### config.mk
export PLATFORM = sky130hd
export DESIGN_NAME = cca_queue
export DESIGN_NICKNAME = d
export VERILOG_FILES = /design/src/hw/rtl/cave_cellular_automaton_step_assert.svh /design/src/hw/rtl/cca_queue.sv
export SDC_FILE = /design/constraint.sdc
export NUM_CORES = 1
export LEC_CHECK = 0
export ABC_AREA = 1
export BUFFER_PORTS_ARGS = -buffer_cell sky130_fd_sc_hd__buf_4
export CORE_ASPECT_RATIO = 0.9
export CORE_MARGIN = 8
export CORE_UTILIZATION = 25
export CTS_BUF_LIST = sky130_fd_sc_hd__clkbuf_16
export CTS_CLUSTER_DIAMETER = 100
export DETAILED_ROUTE_END_ITERATION = 6
export GPL_TIMING_DRIVEN = 0
export PLACE_DENSITY_LB_ADDON = 0.2
export SYNTH_ARGS = -nofsm -noshare
export SYNTH_HDL_FRONTEND = slang
export SYNTH_SLANG_ARGS = --single-unit
### constraint.sdc
create_clock -name clk -period 2.85 [get_ports clk]
set_clock_uncertainty 0.2 [all_clocks]
set_input_delay 0.57 -clock clk [delete_from_list [all_inputs] [get_ports clk]]
set_output_delay 0.57 -clock clk [all_outputs]
set_load 0.05 [all_outputs]
### src/hw/rtl/cave_cellular_automaton_step_assert.svh
// ----------------------------------------------------------------------------
// Cave automaton step - assertion macros
// Shared forms for the concurrent checks; clocked on clk, off while arst_n low.
// ----------------------------------------------------------------------------
`ifndef CAVE_CELLULAR_AUTOMATON_STEP_ASSERT_SVH
`define CAVE_CELLULAR_AUTOMATON_STEP_ASSERT_SVH

// same-cycle implication
`define CCA_ASSERT_HOLDS(label, ante, cons, msg) \
	label: assert property (@(posedge clk) disable iff (!arst_n) (ante) |-> (cons)) \
		else $error(msg);

// next-cycle implication
`define CCA_ASSERT_NEXT(label, ante, cons, msg) \
	label: assert property (@(posedge clk) disable iff (!arst_n) (ante) |=> (cons)) \
		else $error(msg);

`endif

### src/hw/rtl/cca_queue.sv
// ----------------------------------------------------------------------------
// Cave automaton step - classified cell queue
// Two-entry FIFO between front and back end.
// ----------------------------------------------------------------------------
`default_nettype none

module cca_queue #(
	parameter int unsigned DATA_W = 24
) (
	input  wire logic              clk,
	input  wire logic              arst_n,
	input  wire logic              push,
	input  wire logic [DATA_W-1:0] push_data,
	output logic                   full,
	input  wire logic              pop,
	output logic [DATA_W-1:0]      pop_data,
	output logic                   empty
);

	logic [DATA_W-1:0] entry_q [2];
	logic              wr_ptr_q;
	logic              rd_ptr_q;
	logic [1:0]        count_q;

	assign full     = (count_q == 2'd2);
	assign empty    = (count_q == 2'd0);
	assign pop_data = entry_q[rd_ptr_q];

	always_ff @(posedge clk) begin
		if (push) begin
			entry_q[wr_ptr_q] <= push_data;
		end
	end

	always_ff @(posedge clk or negedge arst_n) begin
		if (!arst_n) begin
			wr_ptr_q <= 1'b0;
			rd_ptr_q <= 1'b0;
			count_q  <= 2'd0;
		end else begin
			if (push) begin
				wr_ptr_q <= !wr_ptr_q;
			end
			if (pop) begin
				rd_ptr_q <= !rd_ptr_q;
			end
			if (push && !pop) begin
				count_q <= count_q + 2'd1;
			end else if (pop && !push) begin
				count_q <= count_q - 2'd1;
			end
		end
	end

endmodule

`default_nettype wire

After elaboration in Yosys (flattened, before gate mapping) --
Memory sizes are Yosys's and may differ from the RTL's. Cells that the tools add are included.
Word-level totals: bits in registers 4, RAM bits 48, input bits 28, memories 1
Memory list:
- entry_q | words 2, bits a word 24, read ports 1, clocked after Yosys merged registers in 0, write ports 1, line cca_queue.sv:20 | logic [DATA_W-1:0] entry_q [2];
Cells by class: $add $sub $neg 2, equality and inequality tests 1, multiplexer cells 4, reduce and logical (&&, ||, !) cells 8
Operators with widths (number):
- 1-bit zero test | 4
- 2-bit 2-to-1 mux | 2
- 2-bit by 1-bit adder with 2-bit output (second input constant) | 1
- 2-bit == test (second input constant) | 1
- 1-bit logical AND | 2
- 2-bit zero test | 1
- 1-bit 2-to-1 mux | 2
- 2-bit nonzero test | 1
- 2-bit by 1-bit subtractor with 2-bit output (second input constant) | 1

Depth between registers and ports, before layout --
word-level depth 4, mapped depth 7

Worst setup path before layout --
OpenSTA, ideal clock, no wires.
path kind input -> register, start point input push, end point memory entry_q[0][0], enable pin, setup time 405 ps, arrival 1625 ps, required time 2245 ps, slack 619 ps, stages on the path 2, path buffers 0, cells stage by stage inv_1 nor2_1
Between the ends: longest elaborated chain between the ends 2
Ends and longest elaborated chain:
- start: declaration | line cca_queue.sv:12 | input wire logic push,
- 1-bit 2-to-1 mux | line cca_queue.sv:30 | if (push) begin
- 1-bit 2-to-1 mux (implied by the code) | line cca_queue.sv:31 | entry_q[wr_ptr_q] <= push_data;
- end: declaration | line cca_queue.sv:20
Every way passes these cells.

Worst setup path in the final report --
start point register rd_ptr_q, end point output pop_data[11]
Between the ends: longest elaborated chain between the ends 1
Ends and longest elaborated chain:
- start: declaration | line cca_queue.sv:22 | logic rd_ptr_q;
- start signal: assignment | line cca_queue.sv:45 | rd_ptr_q <= !rd_ptr_q;
- memory 2 x 24 bit
- end: declaration | line cca_queue.sv:16 | output logic [DATA_W-1:0] pop_data,
Every way passes these cells.

==> reports/qor.csv <==
stage,metric,value,unit
sta,setup_viol,0,
critical_path,timing.critical_path.from_type,flop,
pwr,swShare,0.389,
run_status,status,finished clean,
cells_and_area,syn2layout_area_growth,34.5,%
synthesis,synth-seq-cells,52,
synthesis,synthesis.yosys.warnings,0,
sta,fin_tns_setup,0,ns
cells_and_area,filler_cell_count,771,
cells_and_area,antenna-diode-count,0,
placement,dpl_worst_slack,0.675,ns
floorplan,initial_utilization,0.255,
global_routing,grt-ovfl-total,0,
clock_tree,htreeDepth,2,
drt,drt_iter0_drc,36,
floorplan,rows,31,
clock_tree,cts-buffers-inserted,5,
synthesis,netlist-cell-type-count,14,
sta,minimum_clock_period_after_layout,2.21,ns
synthesis,yosysSeqAreaShare,0.755,
global_routing,grt_max_degree,25,
clock_tree,cts_root_buffer,sky130_fd_sc_hd__clkbuf_16,
sta,finalCritPeriodShare,0.777,
sta,clock.fmax,0.452,GHz
cells_and_area,mostFrequentLayoutCell,sky130_fd_sc_hd__buf_4,
drt,route.detailed.vias_per_inst,4.01,
drt,drtAntennaViolNets,0,
critical_path,critical_path.endpoint_type,output pin,
synthesis,syn-num-nets,129,
pwr,switching_power,1210,µW
placement,numPortBuffers,53,
drt,route.detailed.drc,0,
drt,detail_route.first_pass.iterations,3,
clock_tree,cts_sinks,52,
pwr,ir_worst_vdd,0.000536,V
pwr,power-per-cell-area,1140,nW/µm²
synthesis,postSynthCellCount,100,
worst_hold_path,worst_hold_path_type,in -> reg,
floorplan,boundaryPins,54,
flow_run,max-cap-violations,0,
critical_path,required_time_worst_endpoint,2.08,ns
drt,routed_wl,3980,µm
global_routing,grt_antenna_before_repair,0,
critical_path,crit_fanout,10,
clock_tree,cts_setup_buffers,0,
clock_tree,cts.clk_slew.worst_paths,0.07,ns
sta,slew_violations,0,
drt,routed-via-count,1051,
pwr,combPwrFrac,0.470,
cells_and_area,drive_gt1_frac,0.546,
sta,report.final.hold_viol_count,0,
synthesis,syn_area,2040,µm²
global_routing,grtUsageTotal,0.0729,
global_routing,grt_first_pass_wirelength,6420,µm
pwr,sequential_share_of_power,0.345,
critical_path,criticalPathCategory,reg -> out,
floorplan,chipHeight,102,µm
cells_and_area,layout.nets,191,
floorplan,core,7990,µm²
pwr,internal_power,1900,µW
drt,wl_per_cell,15.2,µm
global_routing,first_global_vias,1240,
sta,max-slew-margin-rel,0.323,
floorplan,die_area,11300,µm²
clock_tree,clk_path_buf_depth,2,
pwr,clock_network_fraction_of_design_power,0.184,
sta,rsz0062_at_grt,no,
synthesis,synth_area_per_cell,20.4,µm²
sta,tightest_slew,1.01,ns
placement,dp_hpwl,2940,µm
sta,fin_ws,0.636,ns
clock_tree,tritoncts,built,
clock_tree,clkLatencyLatePin,0.28,ns
pwr,leakage_power_of_the_design,0.00112,µW
cells_and_area,top_library_cells_by_usage_in_the_layout_fill_and_taps_aside,"53 x sky130_fd_sc_hd__buf_4, 48 x sky130_fd_sc_hd__edfxtp_1, 19 x sky130_fd_sc_hd__mux2_4",
critical_path,data_arrival_time_at_the_worst_slack_endpoint,1.44,ns
placement,placer_congestion,0.652,
floorplan,die-width,111,µm
==> area by class of cell <==
class                   count  area [µm²]  area share
plain buffers               3        51.3      0.0187
clock buffers               5         125      0.0456
clock inverters             3        17.5     0.00638
inverters                   7        26.3     0.00957
multi-input cells          38         424       0.155
flip-flops and latches     52        1540       0.562
well taps                  99         124      0.0451
repair buffers             55         435       0.159
==> path summary, 6_finish.rpt <==
check	start	endpoint	slack, ns	cells after the start
min in group asynchronous	arst_n	wr_ptr_q	0.42	2
hold reg to reg	wr_ptr_q	wr_ptr_q	0.34	1
setup reg to reg	wr_ptr_q	entry_q[1][17]	1.04	2
hold / removal	push_data[0]	entry_q[1][0]	0.27	1
max in group asynchronous	arst_n	rd_ptr_q	1.93	2
setup / recovery	rd_ptr_q	pop_data[11]	0.64	4
==> critical path: stages (launching register included) <==
cell and delay [ns]:
sky130_fd_sc_hd__dfrtp_1 0.37, sky130_fd_sc_hd__buf_6 0.14, sky130_fd_sc_hd__buf_12 0.15, sky130_fd_sc_hd__mux2_4 0.30
sky130_fd_sc_hd__buf_4 0.19
==> power by group through the flow <==
| stage | Clock (µW) | Sequential, µW | Combinational (µW) |
|---|---|---|---|
| 4_1_cts | 595 | 1080 | 1500 |
| 3_3_place_gp | 0 | 1090 | 1440 |
| 5_1_grt | 629 | 1090 | 1550 |
| 3_5_place_dp | 0 | 1090 | 1490 |
| 6_report | 575 | 1080 | 1470 |
| 2_1_floorplan | 0 | 1080 | 1090 |
==> state kept, by name, summed over array words and instances, names as in the netlist <==
signal    count
entry_q      48
rd_ptr_q      1
wr_ptr_q      1
count_q       2
==> cell families (layout without fill, tap and decap cells) <==
group / after synthesis / count (layout) / synth area share
xor gates and xnor gates: 3 / 3 / 0.0129
DFF: 52 / 52 / 0.755
muxes: 24 / 24 / 0.167
and+or+nand+nor: 10 / 10 / 0.0202
buffers and inverters: 10 / 73 / 0.0380
adders and majority gates: 1 / 1 / 0.00613
==> layer usage <==
metal	up-vias	wire length [µm]	GRT usage
li1	493	-	-
met1	522	1670	0.0809
met2	36	2070	0.127
met3	0	243	0.0284
met4	0	0	0.0215
met5	-	0	0
==> synthesized netlist by cell type <==
cell type                  number  area share
sky130_fd_sc_hd__nand2_1        5      0.0092
sky130_fd_sc_hd__nand3_1        1      0.0025
sky130_fd_sc_hd__buf_6          1      0.0055
sky130_fd_sc_hd__nand4_1        1      0.0031
sky130_fd_sc_hd__inv_1          7       0.013
sky130_fd_sc_hd__buf_12         2       0.020
sky130_fd_sc_hd__ha_1           1      0.0061
sky130_fd_sc_hd__dfrtp_1        4       0.049
sky130_fd_sc_hd__edfxtp_1      48        0.71
sky130_fd_sc_hd__mux2_2         5       0.028
sky130_fd_sc_hd__nor2_1         3      0.0055
sky130_fd_sc_hd__xor2_1         2      0.0086
sky130_fd_sc_hd__mux2_4        19        0.14
sky130_fd_sc_hd__xnor2_1        1      0.0043
==> what timing repair did <==
action,CTS,global route
resized for setup,0,0
hold endpoints to repair,4,0
hold buffers,1,0
endpoints found under the setup margin,0,0
==> metrics by stage <==
step | hold WS, ns | utilization | total power, µW | cell area (µm²) | cells
after floorplan | 0.0744 | - | 2170 | 2040 | 100
after global placement | 0.166 | 0.321 | 2530 | 2560 | 252
after detailed placement | 0.170 | 0.324 | 2590 | 2590 | 253
after CTS | 0.258 | 0.344 | 3170 | 2750 | 262
after global routing | 0.252 | 0.344 | 3270 | 2750 | 262
final | 0.265 | 0.344 | 3120 | 2750 | 262
No activity file was read; power rests on OpenSTA's default activity.
