File: config.mk
export PLATFORM = sky130hd
export DESIGN_NAME = cca_front_flat
export DESIGN_NICKNAME = d
export VERILOG_FILES = /design/src/hw/rtl/cave_cellular_automaton_step_assert.svh /design/src/hw/rtl/cca_pkg.sv /design/src/hw/rtl/cca_cell_if.sv /design/src/hw/rtl/cca_front.sv /design/src/flat_wrapper.sv
export SDC_FILE = /design/constraint.sdc
export NUM_CORES = 1
export LEC_CHECK = 0
export BUFFER_PORTS_ARGS = -buffer_cell sky130_fd_sc_hd__buf_4
export CORE_MARGIN = 5
export CORE_UTILIZATION = 64
export DETAILED_ROUTE_END_ITERATION = 8
export PLACE_DENSITY_LB_ADDON = 0.2
export SYNTH_ARGS = -nofsm -noshare
export SYNTH_HDL_FRONTEND = slang
export SYNTH_SLANG_ARGS = --single-unit
File: constraint.sdc
create_clock -name clk -period 17.9 [get_ports clk]
set_clock_uncertainty 0.2 [all_clocks]
set_input_delay 5.37 -clock clk [delete_from_list [all_inputs] [get_ports clk]]
set_output_delay 5.37 -clock clk [all_outputs]
set_load 0.005 [all_outputs]
File: src/hw/rtl/cave_cellular_automaton_step_assert.svh
// ----------------------------------------------------------------------------
// Cave automaton step - assertion macros
// Shared forms for the concurrent checks; clocked on clk, off while arst_n low.
// ----------------------------------------------------------------------------
`ifndef CAVE_CELLULAR_AUTOMATON_STEP_ASSERT_SVH
`define CAVE_CELLULAR_AUTOMATON_STEP_ASSERT_SVH

// same-cycle implication
`define CCA_ASSERT_HOLDS(label, ante, cons, msg) \
	label: assert property (@(posedge clk) disable iff (!arst_n) (ante) |-> (cons)) \
		else $error(msg);

// next-cycle implication
`define CCA_ASSERT_NEXT(label, ante, cons, msg) \
	label: assert property (@(posedge clk) disable iff (!arst_n) (ante) |=> (cons)) \
		else $error(msg);

`endif

File: src/hw/rtl/cca_pkg.sv
// ----------------------------------------------------------------------------
// Cave automaton step - package
// Fixed field widths, register indexes, reset values and helper functions.
// ----------------------------------------------------------------------------
`default_nettype none

package cca_pkg;

	localparam int unsigned COORD_W    = 11;
	localparam int unsigned CFG_W      = 12;
	localparam int unsigned MASK_W     = 9;
	localparam int unsigned CFG_IDX_W  = 2;
	localparam int unsigned NEIGH      = 8;
	localparam int unsigned CELL_LIMIT = 4194304;
	localparam int unsigned SIZE_MIN   = 3;
	localparam int unsigned SIZE_RST   = 64;

	localparam logic [MASK_W-1:0] BIRTH_RST    = 9'd448;
	localparam logic [MASK_W-1:0] SURVIVAL_RST = 9'd56;

	localparam logic [CFG_IDX_W-1:0] CFG_BIRTH    = 2'd0;
	localparam logic [CFG_IDX_W-1:0] CFG_SURVIVAL = 2'd1;
	localparam logic [CFG_IDX_W-1:0] CFG_WIDTH    = 2'd2;
	localparam logic [CFG_IDX_W-1:0] CFG_HEIGHT   = 2'd3;

	localparam int unsigned WIN_W = 6;
	// previous column top and bottom, column before that in full
	localparam logic [WIN_W-1:0] WIN_NEIGH_MASK = 6'h3D;

	localparam int unsigned COUNT_W = 4;

	typedef struct packed {
		logic bot;
		logic emit;
		logic last;
	} cell_ctl_t;

	function automatic int unsigned clamp_size(input logic [CFG_W-1:0] v,
		input int unsigned hi);
		int unsigned r;
		r = 32'(v);
		if (r < SIZE_MIN) r = SIZE_MIN;
		if (r > hi) r = hi;
		return r;
	endfunction

	function automatic logic [COUNT_W-1:0] count_ones(input logic [WIN_W-1:0] v);
		logic [COUNT_W-1:0] n;
		n = '0;
		for (int i = 0; i < WIN_W; i++) begin
			n = n + COUNT_W'(v[i]);
		end
		return n;
	endfunction

endpackage

`default_nettype wire

File: src/hw/rtl/cca_cell_if.sv
// ----------------------------------------------------------------------------
// Cave automaton step - cell channel
// One grid cell per word, raster order.
// ----------------------------------------------------------------------------
`default_nettype none

interface cca_cell_if;
	logic valid;
	logic ready;
	logic cell_is_floor;

	modport source(output valid, output cell_is_floor, input ready);
	modport sink(input valid, input cell_is_floor, output ready);
endinterface

`default_nettype wire

File: src/hw/rtl/cca_front.sv
// ----------------------------------------------------------------------------
// Cave automaton step - front end
// Accepts cells, tracks raster position and classifies each cell.
// ----------------------------------------------------------------------------
`default_nettype none

module cca_front #(
	parameter int unsigned XW  = 11,
	parameter int unsigned YW  = 11,
	parameter int unsigned SWX = 12,
	parameter int unsigned SWY = 12
) (
	input  wire logic               clk,
	input  wire logic               arst_n,
	cca_cell_if.sink                grid,
	input  wire logic               restart,
	input  wire logic [SWX-1:0]     width,
	input  wire logic [SWY-1:0]     height,
	input  wire logic               full,
	output logic                    push,
	output logic [XW-1:0]           push_x,
	output logic [YW-1:0]           push_y,
	output cca_pkg::cell_ctl_t      push_ctl
);

	localparam int unsigned PW = SWX + SWY;

	logic [XW-1:0] col_q;
	logic [YW-1:0] row_q;
	logic [XW-1:0] x;
	logic [YW-1:0] y;
	logic          x_last;
	logic          y_last;
	logic          boundary;
	logic [PW-1:0] cells;
	logic          size_ok;

	assign x = (SWX'(col_q) >= width) ? '0 : col_q;
	assign y = (SWY'(row_q) >= height) ? '0 : row_q;

	assign x_last   = (SWX'(x) == width - SWX'(1));
	assign y_last   = (SWY'(y) == height - SWY'(1));
	assign boundary = (x == '0) || x_last || (y == '0) || y_last;

	assign cells   = PW'(width) * PW'(height);
	assign size_ok = (32'(cells) <= cca_pkg::CELL_LIMIT);

	assign grid.ready = !full;
	assign push       = grid.valid && !full;

	assign push_x        = x;
	assign push_y        = y;
	assign push_ctl.bot  = boundary ? 1'b0 : grid.cell_is_floor;
	assign push_ctl.emit = (x >= XW'(2)) && (y >= YW'(2)) && size_ok;
	assign push_ctl.last = x_last && y_last;

	always_ff @(posedge clk or negedge arst_n) begin
		if (!arst_n) begin
			col_q <= '0;
			row_q <= '0;
		end else if (restart) begin
			col_q <= '0;
			row_q <= '0;
		end else if (push) begin
			if (x_last) begin
				col_q <= '0;
				row_q <= y_last ? '0 : y + YW'(1);
			end else begin
				col_q <= x + XW'(1);
				row_q <= y;
			end
		end
	end

endmodule

`default_nettype wire

File: src/flat_wrapper.sv
// flat-port wrapper written by rule: the top's interface ports become plain ports
module cca_front_flat 
#(
	parameter int unsigned XW  = 11,
	parameter int unsigned YW  = 11,
	parameter int unsigned SWX = 12,
	parameter int unsigned SWY = 12
)
  (clk, arst_n, restart, width, height, full, push, push_x, push_y, push_ctl, grid_valid, grid_cell_is_floor, grid_ready);
  cca_cell_if grid_i ();
  input  wire logic clk;
  input  wire logic arst_n;
  input  wire logic restart;
  input  wire logic [SWX-1:0] width;
  input  wire logic [SWY-1:0] height;
  input  wire logic full;
  output logic push;
  output logic [XW-1:0] push_x;
  output logic [YW-1:0] push_y;
  output cca_pkg::cell_ctl_t push_ctl;
  input wire logic [$bits(grid_i.valid)-1:0] grid_valid;
  input wire logic [$bits(grid_i.cell_is_floor)-1:0] grid_cell_is_floor;
  output wire logic [$bits(grid_i.ready)-1:0] grid_ready;
  assign grid_i.valid = grid_valid;
  assign grid_i.cell_is_floor = grid_cell_is_floor;
  assign grid_ready = grid_i.ready;
  cca_front #(.XW(XW), .YW(YW), .SWX(SWX), .SWY(SWY)) u_core (.clk(clk), .arst_n(arst_n), .grid(grid_i), .restart(restart), .width(width), .height(height), .full(full), .push(push), .push_x(push_x), .push_y(push_y), .push_ctl(push_ctl));
endmodule
; After elaboration in Yosys (flattened, before gate mapping)
; Cells that the tools add are included.
[totals]
reg_bits = 22
inputBits = 30
output_inout_bits = 27
word_cells = 35
[classes]
n_addsub = 4
n_mul = 1
order_cmp = 5
eq_ne = 2
n_mux = 10
n_reduce_logical = 11
[ops]
columns = op, n
row1 = 11-bit two-way mux, 9
row2 = 11-bit by 12-bit equality test with 1-bit output, 2
row3 = 11-bit by 12-bit greater-or-equal comparator with 1-bit output, 2
row4 = "24-bit by 23-bit <= comparator with 1-bit output, second input constant", 1
row5 = 12-bit by 12-bit multiplier with 24-bit output, 1
row6 = "12-bit by 1-bit subtractor with 12-bit output, second input constant", 2
row7 = "11-bit by 1-bit adder with 11-bit output, second input constant", 2
row8 = "11-bit by 2-bit greater-or-equal comparator with 1-bit output, second input constant", 2
row9 = 11-bit zero test, 2
row10 = 1-bit logical AND, 4
row11 = 1-bit logical OR, 3
row12 = 2-bit nonzero test, 1
row13 = 1-bit zero test, 1
row14 = 1-bit two-way mux, 1

; Logic depth before layout (Yosys ltp)
; Gate-level depths: netlist (run 1).
[depth]
word_depth = 7
mapped_depth = 23
mapped_depth_nobuf = 21

; Worst setup path before layout (run 1)
; Ideal clock, no wire load.
[synth_path]
kind = input to output
startpoint = input port height[4]
endpoint = output port push_ctl[1] in the netlist's numbering
t_arrival_ns = 10.476
setup_slack_ns = 1.854
path_stages = 19
n_path_buf = 3
cell_sequence = clkbuf_1 clkbuf_1 nand2_1 fa_1 fa_1 fa_1 fa_1 fa_1 inv_1 ha_1 clkbuf_1 nand2_1 nand4bb_1 a211oi_1 o2111ai_1 a2111o_1 o2111a_1 o221ai_1 o22ai_1
[synth_lines]
columns = item, line_no
row1 = "start, declared", flat_wrapper.sv:15  ; input wire logic [SWY-1:0] height;
row2 = "end, declared", flat_wrapper.sv:20  ; output cca_pkg::cell_ctl_t push_ctl;

==> results of run 1 <==
-- cells in the final DEF, fill, tap and decap left out, drive strengths merged, types with 4 or more instances in the layout --
| cell | n |
|---|---|
| inv | 141 |
| nand2 | 120 |
| fa | 100 |
| ha | 92 |
| nor2 | 81 |
| buf | 58 |
| a21oi | 31 |
| o21ai | 30 |
| xnor2 | 29 |
| and2 | 28 |
| dfrtp | 22 |
| nand3 | 21 |
| and3 | 17 |
| nand4 | 17 |
| nor4 | 13 |
| nor3 | 13 |
| nand2b | 10 |
| a21o | 10 |
| xor2 | 8 |
| a22o | 7 |
| o31ai | 6 |
| o22ai | 6 |
| and4 | 5 |
| o2111ai | 4 |
| a211oi | 4 |
| clkinv | 4 |
| o221ai | 4 |
| or3 | 4 |
| a2111oi | 4 |
| nor3b | 4 |
-- routing by layer --
layer / GRT usage / part of all wire / vias to the layer above
met3: 0.0707 / 0.11 / 56
met5: 0 / 0.00065 / -
met1: 0.407 / 0.41 / 3283
li1: - / - / 3175
met2: 0.421 / 0.45 / 359
met4: 0.0765 / 0.028 / 2
-- metrics by stage --
stage	instance area [um^2]	hold slack, ns	instances	total power [uW]
final	8050	0.429	1096	931
after global routing	8050	0.476	1096	1040
after CTS	8050	0.435	1096	921
after detailed placement	7970	0.423	1093	867
after global placement	7970	0.418	1093	862
after floorplan	7530	0.327	932	691
-- worst max-delay path by stage --
stage | end | slack, ns | depth (start not counted)
final | push_ctl[1] | 1.41 | 21
after global routing | push_ctl[1] | 1.07 | 20
after CTS | push_ctl[1] | 1.57 | 20
after detailed placement | push_ctl[1] | 1.58 | 20
after global placement | push_ctl[1] | 1.53 | 20
after floorplan | push_ctl[1] | 1.85 | 19
-- synthesized netlist by cell type, types with 4 or more instances --
master / number
sky130_fd_sc_hd__nor2_1: 81
sky130_fd_sc_hd__o21ai_0: 27
sky130_fd_sc_hd__dfrtp_1: 22
sky130_fd_sc_hd__and3_1: 17
sky130_fd_sc_hd__a21o_1: 10
sky130_fd_sc_hd__xor2_1: 8
sky130_fd_sc_hd__nand4_1: 17
sky130_fd_sc_hd__o221ai_1: 4
sky130_fd_sc_hd__o31ai_1: 6
sky130_fd_sc_hd__a21oi_1: 31
sky130_fd_sc_hd__a211oi_1: 4
sky130_fd_sc_hd__nand3_1: 21
sky130_fd_sc_hd__and4_1: 5
sky130_fd_sc_hd__o2111ai_1: 4
sky130_fd_sc_hd__nand2b_1: 10
sky130_fd_sc_hd__or3_1: 4
sky130_fd_sc_hd__fa_1: 100
sky130_fd_sc_hd__and2_1: 27
sky130_fd_sc_hd__inv_1: 140
sky130_fd_sc_hd__nor4_1: 13
sky130_fd_sc_hd__a22o_1: 7
sky130_fd_sc_hd__ha_1: 92
sky130_fd_sc_hd__nor3_1: 13
sky130_fd_sc_hd__xnor2_1: 29
sky130_fd_sc_hd__clkinv_1: 4
sky130_fd_sc_hd__nand2_1: 120
sky130_fd_sc_hd__o22ai_1: 6
sky130_fd_sc_hd__clkbuf_1: 33
-- critical path, delay by kind of cell --
kind            cells  cell delay, ns
simple gates        1            0.34
buf+inv             6            0.83
fa+ha+maj           6            2.61
compound gates      8            1.75
-- report_power, final --
| group | switching, uW | internal [uW] |
|---|---|---|
| clock | 18.5 | 29.6 |
| sequential | 0.538 | 50.0 |
| combinational | 497 | 336 |
| total | 516 | 415 |
-- kinds of logic after synthesis --
| kind of cell | after synthesis | share of synthesized area |
|---|---|---|
| flops | 22 | 0.0731 |
| simple gates | 346 | 0.225 |
| mux | 3 | 0.00415 |
| compound gates | 146 | 0.138 |
| xor+xnor | 38 | 0.0460 |
| fa+ha+maj | 192 | 0.419 |
| buf+inv | 185 | 0.0952 |
-- cell type report --
cell class | instances | area [um^2]
fill | 926 | 3420
tap | 143 | 179
timing repair buffer | 58 | 435
clock buffer | 3 | 75.1
sequential | 22 | 551
multi-input combinational | 725 | 6260
inverter | 145 | 544
-- registers in the layout, summed over array words and instances, names as in the netlist --
signal,cells
u_core.row_q,11
u_core.col_q,11
==> flow_summary.toml, run 1 <==
[run_status]
outcome = "completed"

[clock_tree]
cts-hold-fix-buffers = 0
tritoncts_num_sinks = 22
cts_htree_levels = 1
clockBufferDepth = 2
tritoncts.num_buffers = 3
worst_setup_hold_path_clk_slew_ns = 0.06
cts_tree = "done"
clk_root_buffer_cell = "sky130_fd_sc_hd__clkbuf_16"
worst_skew_pair.late_latency_ns = 0.26
post_cts_buffers = 0
post_cts_resized = 0

[yosys]
synth-seq-area-share = 0.0731
share_of_synthesized_registers_carrying_an_async_set_or_reset = 1.00
synth_area_um2 = 7530
yosysTopAreaCellShare = 0.266
synthesis.area_per_instance_um2 = 8.08
count_of_unique_library_cells_instantiated_by_yosys = 74
ys_dominant_reg_cell = "sky130_fd_sc_hd__dfrtp_1"
netlist_instances = 932
flops_latches_synth = 22
synth_area_leader_cell = "sky130_fd_sc_hd__fa_1"
post_synth_main_area_contributors = "sky130_fd_sc_hd__fa_1, sky130_fd_sc_hd__ha_1, sky130_fd_sc_hd__dfrtp_1"
syn-num-nets = 1154
synth.yosys.warnings = 0
number_of_synthesized_flops_with_an_enable_pin = 0

[global_route]
grt_antenna_before_repair = 1
first_pass_grt_wire_length_mm = 32.9
grt.total_usage = 0.281
pin_count_of_the_biggest_net_entering_global_routing = 28
grt_pass1_vias = 6664
overflow = 0

[power_and_ir_drop]
vdd_drop_max_v = 0.000125
power_per_cell_area_nw_per_um2 = 116
power.leakage_uw = 0.00400

[place]
buffer_ports.inserted = 56
gp_congestion = 0.989
dpl_worst_slack_ns = 1.58
dp_hpwl_mm = 16.3

[floorplanning]
initial_utilization = 0.657
fp_rows = 39
die_area_um2 = 14000
ios = 57
die_h_um = 118
chipWidth_um = 118
fp.coreArea_um2 = 11500

[critical_path]
reg2reg_to = "u_core.row_q[10]"
setup.reg_to_reg.worst_slack_ns = 13.21
start_of_the_worst_register_to_register_path = "u_core.row_q[0]"
path_cells = "buf_4 -> clkinv_1 -> nor2_1 -> ha_1 -> inv_1 -> fa_1 -> fa_1 -> fa_1 -> fa_1 -> inv_1 -> ha_1 -> inv_1 -> o21ai_0 -> a21oi_1 -> a211oi_1 -> o2111ai_1 -> a2111o_1 -> o2111a_1 -> o221ai_1 -> o22ai_1 -> buf_4"
maximum_net_fanout_on_the_critical_path = 12
cell_with_the_largest_stage_delay_on_the_worst_path = "sky130_fd_sc_hd__fa_1"
path_class = "primary input to output pin"
ff2ff_path_depth = 14
critical_path.startpoint_type = "primary input"
critical_path.max_stage_delay_ns = 0.58
setup.worst_path.end_class = "output pin"
worst_setup_path_startpoint = "width[0]"
timing.critical_path.mode_cell = "sky130_fd_sc_hd__fa_1"
worst_ep_required_time_ns = 12.33
arrival_time_of_data_at_the_critical_path_endpoint_ns = 10.92

[sta]
achievable-frequency_mhz = 60.7
finalHoldViolCount = 0
finalMaxSlewViolations = 0
final_critical_delay_including_setup_and_external_delays_ns = 16.49
setup_repair_after_global_routing_missed_its_margin = "no"
max-slew-margin-rel = 0.347
sum_neg_setup_slack_ns = 0
setup_viol = 0
timing_worst_slew_pin_value_ns = 0.979
worst_slack_ns = 1.41
period_share = 0.921

[routing]
vias = 6875
detail_route.vias_per_cell = 6.27
detail_route.wirelength_mm = 19.9
drt-initial-drc-count = 753
total_drc_errors_in_the_routed_layout = 0
antenna_violating_nets_remaining = 0
routed_wire_length_per_instance_um = 18.2
firstDrtPassIters = 6

[final_layout]
synthToLayoutAreaGrowth_pct = 6.86
post-route-util = 0.702
drive_above_1_share = 0.0756
nNetsFinal = 1177
diodes = 0

[hold_path]
hold_path_class = "register to register"
worst_hold_startpoint = "u_core.row_q[5]"
timing.hold.worst_endpoint = "u_core.row_q[5]"
timing.hold.worst_path_depth = 2

[job]
timing.max_cap.violations = 0
(Power assumes the default switching activity.)
==> run 2: changes to the inputs <==
--- a/config.mk
+++ b/config.mk
@@ -6,8 +6,10 @@
 export NUM_CORES = 1
 export LEC_CHECK = 0
 export BUFFER_PORTS_ARGS = -buffer_cell sky130_fd_sc_hd__buf_4
+export CELL_PAD_IN_SITES_DETAIL_PLACEMENT = 1
+export CELL_PAD_IN_SITES_GLOBAL_PLACEMENT = 1
 export CORE_MARGIN = 5
-export CORE_UTILIZATION = 64
+export CORE_UTILIZATION = 48
 export DETAILED_ROUTE_END_ITERATION = 8
 export PLACE_DENSITY_LB_ADDON = 0.2
 export SYNTH_ARGS = -nofsm -noshare
==> flow_summary.toml, run 2 (synthesis gave the netlist of run 1 again) <==
[run_status]
outcome = "completed"

[routing]
detail_route.wirelength_mm = 23.0
detail_route.vias_per_cell = 5.93
total_drc_errors_in_the_routed_layout = 0
drt-initial-drc-count = 471
vias = 6905
routed_wire_length_per_instance_um = 19.7
firstDrtPassIters = 4
antenna_violating_nets_remaining = 0

[critical_path]
critical_path.startpoint_type = "primary input"
critical-path-top-delay-family = "adder cells"
critical_path.max_stage_delay_ns = 0.56
path_cells = "buf_4 -> clkinv_1 -> nor2_1 -> fa_1 -> inv_1 -> fa_1 -> fa_1 -> inv_1 -> fa_1 -> ha_1 -> ha_1 -> o22ai_1 -> a2111oi_0 -> buf_4 -> nand4_1 -> nor4_1 -> nand3_1 -> nor4_1 -> nand4_1 -> o22ai_1 -> buf_4"
setup.worst_path.end_class = "output pin"
cell_with_the_largest_stage_delay_on_the_worst_path = "sky130_fd_sc_hd__fa_1"
path_class = "primary input to output pin"
worstPathBufferInverterCount = 6
worst_ep_required_time_ns = 12.33
timing.critical_path.mode_cell = "sky130_fd_sc_hd__fa_1"
maximum_net_fanout_on_the_critical_path = 9
setup.reg_to_reg.worst_slack_ns = 13.47
arrival_time_of_data_at_the_critical_path_endpoint_ns = 10.92

[final_layout]
nNetsFinal = 1178
layout.filler_cells = 1903
mostFrequentLayoutCell = "sky130_fd_sc_hd__inv_1"
diodes = 0
synthToLayoutAreaGrowth_pct = 8.09
reg.largest.list = "u_core.col_q (11), u_core.row_q (11)"
drive_above_1_share = 0.0765
final_cell_mix = "sky130_fd_sc_hd__inv_1, sky130_fd_sc_hd__nand2_1, sky130_fd_sc_hd__fa_1"

[floorplanning]
die_h_um = 135
ios = 57
fp.coreArea_um2 = 15300
fp_rows = 45
die_area_um2 = 18300
initial_utilization = 0.492
chipWidth_um = 135

[place]
dp_hpwl_mm = 19.1
buffer_ports.inserted = 56
gp_congestion = 0.906

[power_and_ir_drop]
totalPowerFinal_uw = 943
power_per_cell_area_nw_per_um2 = 116
power.leakage_uw = 0.00400
vdd_drop_max_v = 0.0000913

[global_route]
first_pass_grt_wire_length_mm = 37.6
overflow = 0
grt.total_usage = 0.255
grt_antenna_before_repair = 0
grt_pass1_vias = 7284
pin_count_of_the_biggest_net_entering_global_routing = 28

[clock_tree]
tritoncts_num_sinks = 22
worst_setup_hold_path_clk_slew_ns = 0.06
worst_skew_pair.late_latency_ns = 0.26
post_cts_buffers = 0
cts_tree = "done"
post_cts_resized = 0
clockBufferDepth = 2
clk_root_buffer_cell = "sky130_fd_sc_hd__clkbuf_16"
cts-hold-fix-buffers = 0
cts_htree_levels = 1
tritoncts.num_buffers = 3

[sta]
max-slew-margin-rel = 0.314
finalMaxSlewViolations = 0
sum_neg_setup_slack_ns = 0
timing_worst_slew_pin_value_ns = 1.03
final_critical_delay_including_setup_and_external_delays_ns = 16.49
setup_viol = 0
period_share = 0.921
finalHoldViolCount = 0
achievable-frequency_mhz = 60.7
setup_repair_after_global_routing_missed_its_margin = "no"

[job]
timing.max_cap.violations = 0

[hold_path]
hold_path_class = "register to register"
-- run 2: cell types whose count changed in the layout (fill, tap and decap cells not counted), sizes merged --
cell,before,now
buf,58,59
-- run 2: path summary, 6_finish.rpt --
path | start | endpoint | depth (start not counted)
max | width[8] | push_ctl[1] | 21
min | u_core.col_q[10] | u_core.col_q[10] | 2
max reg2reg | u_core.row_q[0] | u_core.row_q[10] | 14
min reg2reg | u_core.col_q[10] | u_core.col_q[10] | 2
max in group asynchronous | arst_n | u_core.row_q[10] | 1
min in group asynchronous | arst_n | u_core.col_q[9] | 1
-- run 2: area by class of cell --
class	instances	area, um^2	share of cell area
flip-flops and latches	22	551	0.0677
clock buffers	3	75.1	0.00923
inverters	145	544	0.0669
well taps	211	264	0.0324
multi-input cells	725	6260	0.769
repair buffers	59	443	0.0544
-- run 2: worst reg2reg max path, stage by stage, from the launching register on --
cell                        delay [ns]
sky130_fd_sc_hd__dfrtp_1          0.47
sky130_fd_sc_hd__inv_1            0.08
sky130_fd_sc_hd__ha_1             0.27
sky130_fd_sc_hd__nand2b_1         0.14
sky130_fd_sc_hd__a2111oi_0        0.42
sky130_fd_sc_hd__o32a_1           0.44
sky130_fd_sc_hd__and2_0           0.70
sky130_fd_sc_hd__nand2_1          0.26
sky130_fd_sc_hd__inv_1            0.14
sky130_fd_sc_hd__ha_1             0.22
sky130_fd_sc_hd__nand3_1          0.11
sky130_fd_sc_hd__nor4_1           0.35
sky130_fd_sc_hd__nand4_1          0.17
sky130_fd_sc_hd__xnor2_1          0.15
sky130_fd_sc_hd__a22o_1           0.20
-- run 2: power by group --
group | switching [uW] | internal, uW | leakage (uW)
clock network | 18.7 | 29.6 | 0.0000370
registers | 0.610 | 50.0 | 0.000307
logic | 505 | 339 | 0.00366
total | 524 | 419 | 0.00400
-- run 2: metal layers --
metal / up-vias / GRT usage / wire (um)
met1: 3489 / 0.353 / 9830
met2: 212 / 0.428 / 11400
met5: - / 0 / 0
li1: 3170 / - / -
met3: 34 / 0.0323 / 1240
met4: 0 / 0.0571 / 551
-- run 2: stage by stage --
step           cells  hold WS, ns  worst slack (ns)  utilization  instance area [um^2]
3_5_place_dp    1162        0.412              1.52        0.526                  8060
5_1_grt         1165        0.475              1.13        0.531                  8140
6_report        1165        0.424              1.41        0.531                  8140
4_1_cts         1165        0.424              1.52        0.531                  8140
3_3_place_gp    1162        0.401              1.54        0.526                  8060
2_1_floorplan    932        0.327              1.85            -                  7530
